$ cat src/fifo_rbv_pkg.sv
package fifo_rbv_pkg;

  // Queue geometry
  localparam int DEPTH   = 16;
  localparam int PTR_W   = (DEPTH > 1) ? $clog2(DEPTH) : 1;
  localparam int CNT_W   = $clog2(DEPTH + 1);
  localparam int VALUE_W = 32;
  localparam int COUNT_W = 5;

  // Stream payload widths
  localparam int S_TDATA_W = 32;
  localparam int S_TUSER_W = 2;
  localparam int M_TDATA_W = 40;
  localparam int M_TUSER_W = 2;

  typedef enum logic [1:0] {
    MODE_ENQ    = 2'd0,
    MODE_DEQ    = 2'd1,
    MODE_REMOVE = 2'd2
  } mode_e;

  typedef enum logic [1:0] {
    ST_OK        = 2'd0,
    ST_UNDERFLOW = 2'd1,
    ST_NOT_FOUND = 2'd2,
    ST_OVERFLOW  = 2'd3
  } status_e;

  // Map a position counted from the head to a physical memory address.
  function automatic logic [PTR_W-1:0] phys_addr(input logic [PTR_W-1:0] head,
                                                 input logic [CNT_W-1:0] idx);
    logic [CNT_W:0] sum;
    logic [CNT_W:0] lim;
    lim = (CNT_W + 1)'(DEPTH);
    sum = (CNT_W + 1)'(head) + (CNT_W + 1)'(idx);
    if (sum >= lim) begin
      sum = sum - lim;
    end
    return sum[PTR_W-1:0];
  endfunction

  // Fill level reduced to the width of the count field.
  function automatic logic [COUNT_W-1:0] count_field(input logic [CNT_W-1:0] fill);
    logic [CNT_W+COUNT_W-1:0] ext;
    ext = {{COUNT_W{1'b0}}, fill};
    return ext[COUNT_W-1:0];
  endfunction

endpackage

$ cat src/fifo_with_remove_by_value.sv
// Sequence: enqueue writes its entry in the start state; dequeue reads the head entry there
//   and takes it in the dequeue state; remove-by-value reads one entry per scan step until a
//   match or the end, then moves each later entry down with one read and one write per entry,
//   overlapped in the same pass. An empty queue skips the scan. All end in the done state.
// Throughput: one operation at a time; input is taken only in the idle state, entered when the
//   done state loads the result into the output register; it waits while that register is full.
// Reset: head, fill level, sequencer and output register clear; entry memory is not cleared.
module fifo_with_remove_by_value (
  input  logic                                clk_i,
  input  logic                                rst_ni,
  input  logic                                s_axis_tvalid,
  output logic                                s_axis_tready,
  input  logic [fifo_rbv_pkg::S_TDATA_W-1:0]  s_axis_tdata,  // [31:0] value
  input  logic [fifo_rbv_pkg::S_TUSER_W-1:0]  s_axis_tuser,  // [1:0] mode
  output logic                                m_axis_tvalid,
  input  logic                                m_axis_tready,
  output logic [fifo_rbv_pkg::M_TDATA_W-1:0]  m_axis_tdata,  // [31:0] data, [36:32] count
  output logic [fifo_rbv_pkg::M_TUSER_W-1:0]  m_axis_tuser   // [1:0] status
);

  localparam int PTR_W   = fifo_rbv_pkg::PTR_W;
  localparam int CNT_W   = fifo_rbv_pkg::CNT_W;
  localparam int VALUE_W = fifo_rbv_pkg::VALUE_W;
  localparam int COUNT_W = fifo_rbv_pkg::COUNT_W;

  typedef enum logic [2:0] {
    S_IDLE,
    S_START,
    S_DEQ,
    S_SCAN,
    S_SHIFT,
    S_DONE
  } state_e;

  // Sequencer and queue control
  state_e                  state_q, state_d;
  logic [PTR_W-1:0]        head_q, head_d;
  logic [CNT_W-1:0]        fill_q, fill_d;
  logic [CNT_W-1:0]        rd_idx_q, rd_idx_d;   // position whose read is in flight
  logic [CNT_W-1:0]        rd_nxt;

  // Latched transaction and pending result
  logic [1:0]              mode_q;
  logic signed [VALUE_W-1:0] value_q;
  fifo_rbv_pkg::status_e   res_status_q, res_status_d;
  logic [VALUE_W-1:0]      res_data_q, res_data_d;

  // Output register
  logic                    out_valid_q;
  fifo_rbv_pkg::status_e   out_status_q;
  logic [VALUE_W-1:0]      out_data_q;
  logic [COUNT_W-1:0]      out_count_q;
  logic                    out_free;

  // Entry memory, one write and one registered read per cycle
  logic [VALUE_W-1:0]      entries_mem [fifo_rbv_pkg::DEPTH];
  logic [VALUE_W-1:0]      rd_data_q;
  logic [PTR_W-1:0]        rd_addr;
  logic [PTR_W-1:0]        wr_addr;
  logic [VALUE_W-1:0]      wr_data;
  logic                    wr_en;
  logic                    in_xact;

  assign s_axis_tready = (state_q == S_IDLE);
  assign in_xact       = s_axis_tvalid && s_axis_tready;
  assign out_free      = !out_valid_q || m_axis_tready;
  assign rd_nxt        = rd_idx_q + CNT_W'(1);

  always_ff @(posedge clk_i) begin
    if (wr_en) begin
      entries_mem[wr_addr] <= wr_data;
    end
    rd_data_q <= entries_mem[rd_addr];
  end

  always_comb begin
    state_d      = state_q;
    head_d       = head_q;
    fill_d       = fill_q;
    rd_idx_d     = rd_idx_q;
    res_status_d = res_status_q;
    res_data_d   = res_data_q;
    rd_addr      = head_q;
    wr_addr      = fifo_rbv_pkg::phys_addr(head_q, fill_q);
    wr_data      = value_q;
    wr_en        = 1'b0;

    unique case (state_q)
      S_IDLE: begin
        if (in_xact) begin
          state_d = S_START;
        end
      end

      S_START: begin
        // Read of the head entry is issued here for dequeue and remove.
        res_status_d = fifo_rbv_pkg::ST_OK;
        res_data_d   = '0;
        rd_idx_d     = '0;
        state_d      = S_DONE;
        unique case (mode_q)
          fifo_rbv_pkg::MODE_ENQ: begin
            if (fill_q == CNT_W'(fifo_rbv_pkg::DEPTH)) begin
              res_status_d = fifo_rbv_pkg::ST_OVERFLOW;
            end else begin
              wr_en  = 1'b1;
              fill_d = fill_q + CNT_W'(1);
            end
          end
          fifo_rbv_pkg::MODE_DEQ: begin
            if (fill_q == '0) begin
              res_status_d = fifo_rbv_pkg::ST_UNDERFLOW;
            end else begin
              state_d = S_DEQ;
            end
          end
          fifo_rbv_pkg::MODE_REMOVE: begin
            if (fill_q == '0) begin
              res_status_d = fifo_rbv_pkg::ST_NOT_FOUND;
            end else begin
              state_d = S_SCAN;
            end
          end
          default: ;
        endcase
      end

      S_DEQ: begin
        res_data_d = rd_data_q;
        head_d     = fifo_rbv_pkg::phys_addr(head_q, CNT_W'(1));
        fill_d     = fill_q - CNT_W'(1);
        state_d    = S_DONE;
      end

      S_SCAN: begin
        // Compare the entry read last cycle, prefetch the next one.
        rd_addr  = fifo_rbv_pkg::phys_addr(head_q, rd_nxt);
        rd_idx_d = rd_nxt;
        if (rd_data_q == value_q) begin
          state_d = S_SHIFT;
        end else if (rd_nxt == fill_q) begin
          res_status_d = fifo_rbv_pkg::ST_NOT_FOUND;
          state_d      = S_DONE;
        end
      end

      S_SHIFT: begin
        // Move each later entry down by one to close the gap.
        if (rd_idx_q >= fill_q) begin
          fill_d  = fill_q - CNT_W'(1);
          state_d = S_DONE;
        end else begin
          wr_en    = 1'b1;
          wr_addr  = fifo_rbv_pkg::phys_addr(head_q, rd_idx_q - CNT_W'(1));
          wr_data  = rd_data_q;
          rd_addr  = fifo_rbv_pkg::phys_addr(head_q, rd_nxt);
          rd_idx_d = rd_nxt;
        end
      end

      S_DONE: begin
        if (out_free) begin
          state_d = S_IDLE;
        end
      end

      default: state_d = S_IDLE;
    endcase
  end

  always_ff @(posedge clk_i or negedge rst_ni) begin
    if (!rst_ni) begin
      state_q      <= S_IDLE;
      head_q       <= '0;
      fill_q       <= '0;
      rd_idx_q     <= '0;
      out_valid_q  <= 1'b0;
      out_status_q <= fifo_rbv_pkg::ST_OK;
      out_data_q   <= '0;
      out_count_q  <= '0;
    end else begin
      state_q  <= state_d;
      head_q   <= head_d;
      fill_q   <= fill_d;
      rd_idx_q <= rd_idx_d;
      if (state_q == S_DONE && out_free) begin
        out_valid_q  <= 1'b1;
        out_status_q <= res_status_q;
        out_data_q   <= res_data_q;
        out_count_q  <= fifo_rbv_pkg::count_field(fill_q);
      end else if (m_axis_tready) begin
        out_valid_q <= 1'b0;
      end
    end
  end

  // Payload registers
  always_ff @(posedge clk_i) begin
    if (in_xact) begin
      mode_q  <= s_axis_tuser;
      value_q <= s_axis_tdata;
    end
    res_status_q <= res_status_d;
    res_data_q   <= res_data_d;
  end

  assign m_axis_tvalid = out_valid_q;
  assign m_axis_tuser  = out_status_q;
  assign m_axis_tdata  = {{(fifo_rbv_pkg::M_TDATA_W - VALUE_W - COUNT_W){1'b0}},
                          out_count_q, out_data_q};

  // Checks
  a_fill_bound: assert property (@(posedge clk_i) disable iff (!rst_ni)
    fill_q <= CNT_W'(fifo_rbv_pkg::DEPTH))
    else $error("fill level above queue depth");

  a_accept_starts: assert property (@(posedge clk_i) disable iff (!rst_ni)
    in_xact |=> state_q == S_START)
    else $error("accepted transaction did not start");

  a_underflow_empty: assert property (@(posedge clk_i) disable iff (!rst_ni)
    out_valid_q && out_status_q == fifo_rbv_pkg::ST_UNDERFLOW |->
      out_count_q == '0 && out_data_q == '0)
    else $error("underflow result with entries held or data");

  a_data_only_on_deq: assert property (@(posedge clk_i) disable iff (!rst_ni)
    out_valid_q && out_status_q != fifo_rbv_pkg::ST_OK |-> out_data_q == '0)
    else $error("nonzero data on failed operation");

  a_shift_bound: assert property (@(posedge clk_i) disable iff (!rst_ni)
    state_q == S_SHIFT |-> rd_idx_q <= fill_q && rd_idx_q != '0)
    else $error("compaction index out of range");

endmodule

$ cat config.mk
export PLATFORM = sky130hd
export DESIGN_NAME = fifo_with_remove_by_value
export DESIGN_NICKNAME = d
export VERILOG_FILES = /design/src/fifo_rbv_pkg.sv /design/src/fifo_with_remove_by_value.sv
export SDC_FILE = /design/constraint.sdc
export NUM_CORES = 1
export LEC_CHECK = 0
export BUFFER_PORTS_ARGS = -buffer_cell sky130_fd_sc_hd__buf_2
export CAP_MARGIN = 20
export CORE_AREA = 2 2 246 248
export CTS_BUF_LIST = sky130_fd_sc_hd__clkbuf_8
export DETAILED_ROUTE_END_ITERATION = 10
export DIE_AREA = 0 0 248 250
export PLACE_DENSITY = 0.64
export SYNTH_ARGS = -nofsm -noshare
export SYNTH_HDL_FRONTEND = slang
export SYNTH_SLANG_ARGS = --single-unit
$ cat constraint.sdc
create_clock -name clk_i -period 7.63 [get_ports clk_i]
set_input_delay 1.1445 -clock clk_i [delete_from_list [all_inputs] [get_ports clk_i]]
set_output_delay 1.1445 -clock clk_i [all_outputs]
set_load 0.05 [all_outputs]
### Word level (Yosys, flattened, before mapping)

Memories as Yosys holds them, arrays and structs flattened. A register that Yosys moved wholly into a read port is not among the register bits.
Index checks and enable logic that the tools add are counted.

* $add $sub $neg: 12
* order comparisons: 5
* eq/ne operators: 19
* mux-type cells: 41
* reduce and logical (&&, ||, !) cells: 16

Operators with widths (number)
* $mux W32: 2
* $pmux W32 S2: 1
* $eq A32 B32 Y1: 1
* $pmux W5 S3: 2
* $mux W4: 7
* $mux W3: 7
* $mux W5: 4
* $add A4 B5 Y6: 3
* $ge A6 B5 Y1 const B: 3
* $pmux W3 S6: 1
* $sub A4 B1 Y4 const B: 4
* $ne A2 B2 Y1 const B: 6
* $add A5 B1 Y5 const B: 2
* $sub A5 B1 Y5 const B: 2
* $mux W1: 8
* $mux W2: 4
* $pmux W4 S2: 1
* $reduce_and A4 Y1: 2
* $eq A3 B2 Y1 const B: 2
* $eq A3 B3 Y1 const B: 2
* $pmux W2 S3: 1
* $pmux W3 S2: 1
* $reduce_bool A2 Y1: 3
* $reduce_bool A3 Y1: 2
* 20 further kinds: 22

* register bits after elaboration: 125
* RAM bits: 512
* bits of input ports: 38
* output and inout port bits: 44
* logic and storage cells: 106
* memories: 1

Memories
* entries_mem: depth 16, bits a word 32, rd ports 1, clocked after memory_dff 1, wr ports 1, RTL line fifo_with_remove_by_value.sv:56 `logic [VALUE_W-1:0] entries_mem [fifo_rbv_pkg::DEPTH];`

### Depth between registers and ports, before layout

* depth after elaboration: 6
* depth in mapped cells: 13
* mapped depth without buffers: 10

### Worst setup path before layout

No wires, ideal clock.

* path type: reg2reg
* start point: register fill_q[4]
* end point: memory entries_mem[13][0], enable pin
* library setup time: 421 ps
* arrival: 3315 ps
* required time: 7209 ps
* path slack: 3894 ps
* cell stages (with the launch flop): 11
* path buffers: 1
* clock period less this slack: 3736 ps
* cells stage by stage: dfrtp_1 clkbuf_1 inv_1 ha_1 nand2_1 nand4_1 a31oi_1 nand2_1 o21ai_0 nand2_1 nor2_1

* word-level cells in the longest chain between the ends: 6
* elaborated cells on any way between the ends: 13
* those cells by class: 1 x add/sub; 2 x order compare; 1 x eq/ne; 9 x mux

RTL lines
* from (decl): RTL line fifo_with_remove_by_value.sv:38 `logic [CNT_W-1:0] fill_q, fill_d;`
* from (signal assigned): RTL line fifo_with_remove_by_value.sv:184 `fill_q <= fill_d;`
* parallel branches: the longest is 6 deep, another holds $add A4 B5 Y6
* to (decl): RTL line fifo_with_remove_by_value.sv:56

Parallel ways; which one is timed is not known.

### Worst setup path after layout

* start point: register fill_q[4]
* end point: register rd_data_q[20], read port of entries_mem

* word-level cells in the longest chain between the ends: 3

RTL lines
* $ge A5 B5 Y1: RTL line fifo_with_remove_by_value.sv:149 `if (rd_idx_q >= fill_q) begin`
* $mux W4: RTL line fifo_with_remove_by_value.sv:149
* $pmux W4 S2: RTL line fifo_with_remove_by_value.sv:88 `unique case (state_q)`
* to (decl): RTL line fifo_with_remove_by_value.sv:57 `logic [VALUE_W-1:0] rd_data_q;`

Every way passes these cells.
A chain may end at the register's enable or synchronous reset.

==> impl_metrics.tcl <==
set metrics [dict create \
    crit_type "reg -> reg" \
    drive_gt1_frac 0.175 \
    worst_ep_required_time_ps 8280 \
    slowest_delay_ps 990 \
    rsz0062_at_grt "no" \
    cts_tree "built" \
    clk_path_buf_depth 3 \
    hp-class "reg -> reg" \
    drc 0 \
    cts-root-buf "clkbuf_8" \
    synth_top_area_frac 0.659 \
    grt_pass1_wl_um 97600 \
    numCtsBuffers 107 \
    p_int_mw 8.31 \
    outcome "complete, no violations" \
    io_pins 82 \
    crit_cells 10 \
    syn_area_per_cell_um2 14.6 \
    hold_buffers 0 \
    initial_core_util 0.444 \
    post-route-min-period_ps 4240 \
    antenna_found_initial 3 \
    route.final.wire_length_um 64300 \
    skew_ps 33.9 \
    firstDrtPassIters 6 \
    finalSetupViolCount 0 \
    ys.flop_type "edfxtp_1" \
    tightest_slew_ps 1140 \
    finalSetupTns_ps 0 \
    seq_power_share 0.392 \
    nets 1982 \
    cap_violations 0 \
    ff2ff_setup_slack_ps 3390 \
    synthArstFlopShare 0.0852 \
    path_cells "inv_1, ha_1, nand2_1, a41o_1, o21a_1, mux2_4, buf_4, a21oi_1, a221oi_1, or4_1" \
    yosysWarnings 0 \
    wl_per_cell_um 23.0 \
    synth.area.top_cells "edfxtp_1 (66%), dfrtp_1 (5.4%), a21oi_1 (5.0%)" \
    p_sw_mw 5.84 \
    std_cell_rows 90 \
    cp_top_family "compound AO/OA/AOI/OAI gates" \
    drt_iter0_markers 1642 \
    hold_violations 0 \
    power.density_nw_per_um2 472 \
    grt_overflow_total 0 \
    ys_seq_area_frac 0.737 \
    ys_top_cells_by_count "edfxtp_1 (580), nand2_1 (280), a21oi_1 (265)" \
    crit_fanout 79 \
    cts_resized 0 \
    syn_to_final_growth_pct 13.4 \
    die_h_um 250 \
    ys_types 51 \
    clockPowerShare 0.205 \
    whs_ps 479 \
    clkSinkCount 669 \
    cp_slowest_cell "mux2_4" \
    worstSetupEndpointType "flop" \
    ff2ff_path_depth 10 \
    core_area_um2 59600 \
    clk_latency_ps 720 \
    h-tree-depth 3 \
    synth_edf_count 580 \
    power_leakage_nw 10.7 \
    final_util 0.503 \
    grt.total_usage 0.209 \
    clock.fmax_ghz 0.236 \
    cp.arrival_ps 4890 \
    period_share 0.556 \
    yosys.area.top_type "edfxtp_1" \
    post_cts_buffers 0 \
    crit_buf_inv 2 \
    swShare 0.413 \
    comb_power_share 0.402 \
    max-vdd-ir-drop_mv 0.513 \
    whs_path_depth 1 \
    clk_pin_slew_ps 60 \
    vias 16100 \
    start_kind "flop" \
    ant_nets 0 \
    die_area_um2 62000 \
    synth_area_um2 26400 \
    die_x_um 248 \
    grt_start_max_net_pins 236 \
    relSlewSlack 0.237 \
    synth_seq_cells 669 \
    io_buffers 78 \
    grt_pass1_vias 16000 \
    finalWeightedCongestion 0.810 \
    routed_via_density 5.75 \
    hpwl_um 36800 \
    slew_violations 0 \
    synthMostInstantiatedCell "edfxtp_1" \
    syn-instance-count 1816 \
]
==> metal layers <==
metal / share of wire / track usage / up-vias / wire (um)
li1: - / - / 7156 / -
met1: 0.43 / 0.296 / 8097 / 27600
met2: 0.47 / 0.318 / 701 / 29900
met3: 0.084 / 0.0457 / 110 / 5400
met4: 0.022 / 0.0717 / 0 / 1400
met5: 0 / 0 / - / 0
==> cell type report <==
cell class,count,area [um2]
fill,4966,29600
sequential,669,19500
multi-input combinational,1019,6580
clock buffer,127,1750
tap,782,978
timing repair buffer,107,801
clock inverter,76,328
inverter,13,48.8
antenna,3,7.51
==> cell usage in the layout (no fill, tap or decap), types with 9 or more instances in the layout <==
cell type	count
edfxtp_1	580
nand2_1	280
a21oi_1	265
a221oi_1	128
clkbuf_8	127
buf_2	78
mux2_2	72
inv_1	63
dfrtp_1	57
xor2_1	40
or4_1	33
and2_1	32
dfxtp_1	32
ha_1	23
xnor2_1	19
nor2_4	18
o21ai_0	16
buf_4	16
clkinv_1	12
nor2_1	9
nor4_1	9
buf_12	9
==> kinds of logic after synthesis <==
family / synth area share
flops: 0.737
compound gates: 0.105
buf+inv: 0.0220
other cells: 0.000142
fa+ha+maj: 0.0139
simple gates: 0.0696
xor+xnor: 0.0196
mux: 0.0328
==> path summary, 6_finish.rpt <==
path | endpoint | from
hold reg to reg | out_data_q[19]$_DFFE_PN0P_ | res_data_q[19]$_SDFFCE_PN0P_
hold / removal | out_data_q[19]$_DFFE_PN0P_ | res_data_q[19]$_SDFFCE_PN0P_
setup / recovery | rd_data_q[20]$_DFF_P_ | fill_q[4]$_DFFE_PN0P_
min in group asynchronous | rd_idx_q[1]$_DFFE_PN0P_ | rst_ni
setup reg to reg | rd_data_q[20]$_DFF_P_ | fill_q[4]$_DFFE_PN0P_
max in group asynchronous | out_data_q[14]$_DFFE_PN0P_ | rst_ni
==> power by group through the flow <==
stage | clock, mW | sequential [mW] | combinational (mW)
6_report | 2.90 | 5.55 | 5.69
5_1_grt | 3.14 | 5.61 | 6.22
3_5_place_dp | 0 | 5.61 | 5.66
4_1_cts | 2.97 | 5.54 | 5.67
2_1_floorplan | 0 | 5.77 | 3.71
3_3_place_gp | 0 | 5.60 | 5.44
==> per-stage QoR <==
stage	power, mW	cell area, um2	setup WS (ps)	instances
2_1_floorplan	9.48	26400	3890	1818
3_3_place_gp	11.0	27700	3480	2580
3_5_place_dp	11.3	27900	3500	2589
4_1_cts	14.2	29900	3460	2792
5_1_grt	15.0	30000	3150	2795
6_report	14.1	30000	3390	2796
==> registers in the layout, summed over array words and instances (netlist names) <==
signal         count
res_data_q        32
value_q           32
mode_q             2
m_axis_tvalid      1
out_data_q        32
state_q            3
res_status_q       2
entries_mem      512
m_axis_tuser       2
head_q             4
rd_data_q         32
fill_q             5
out_count_q        5
rd_idx_q           5
(Power assumes the default switching activity.)
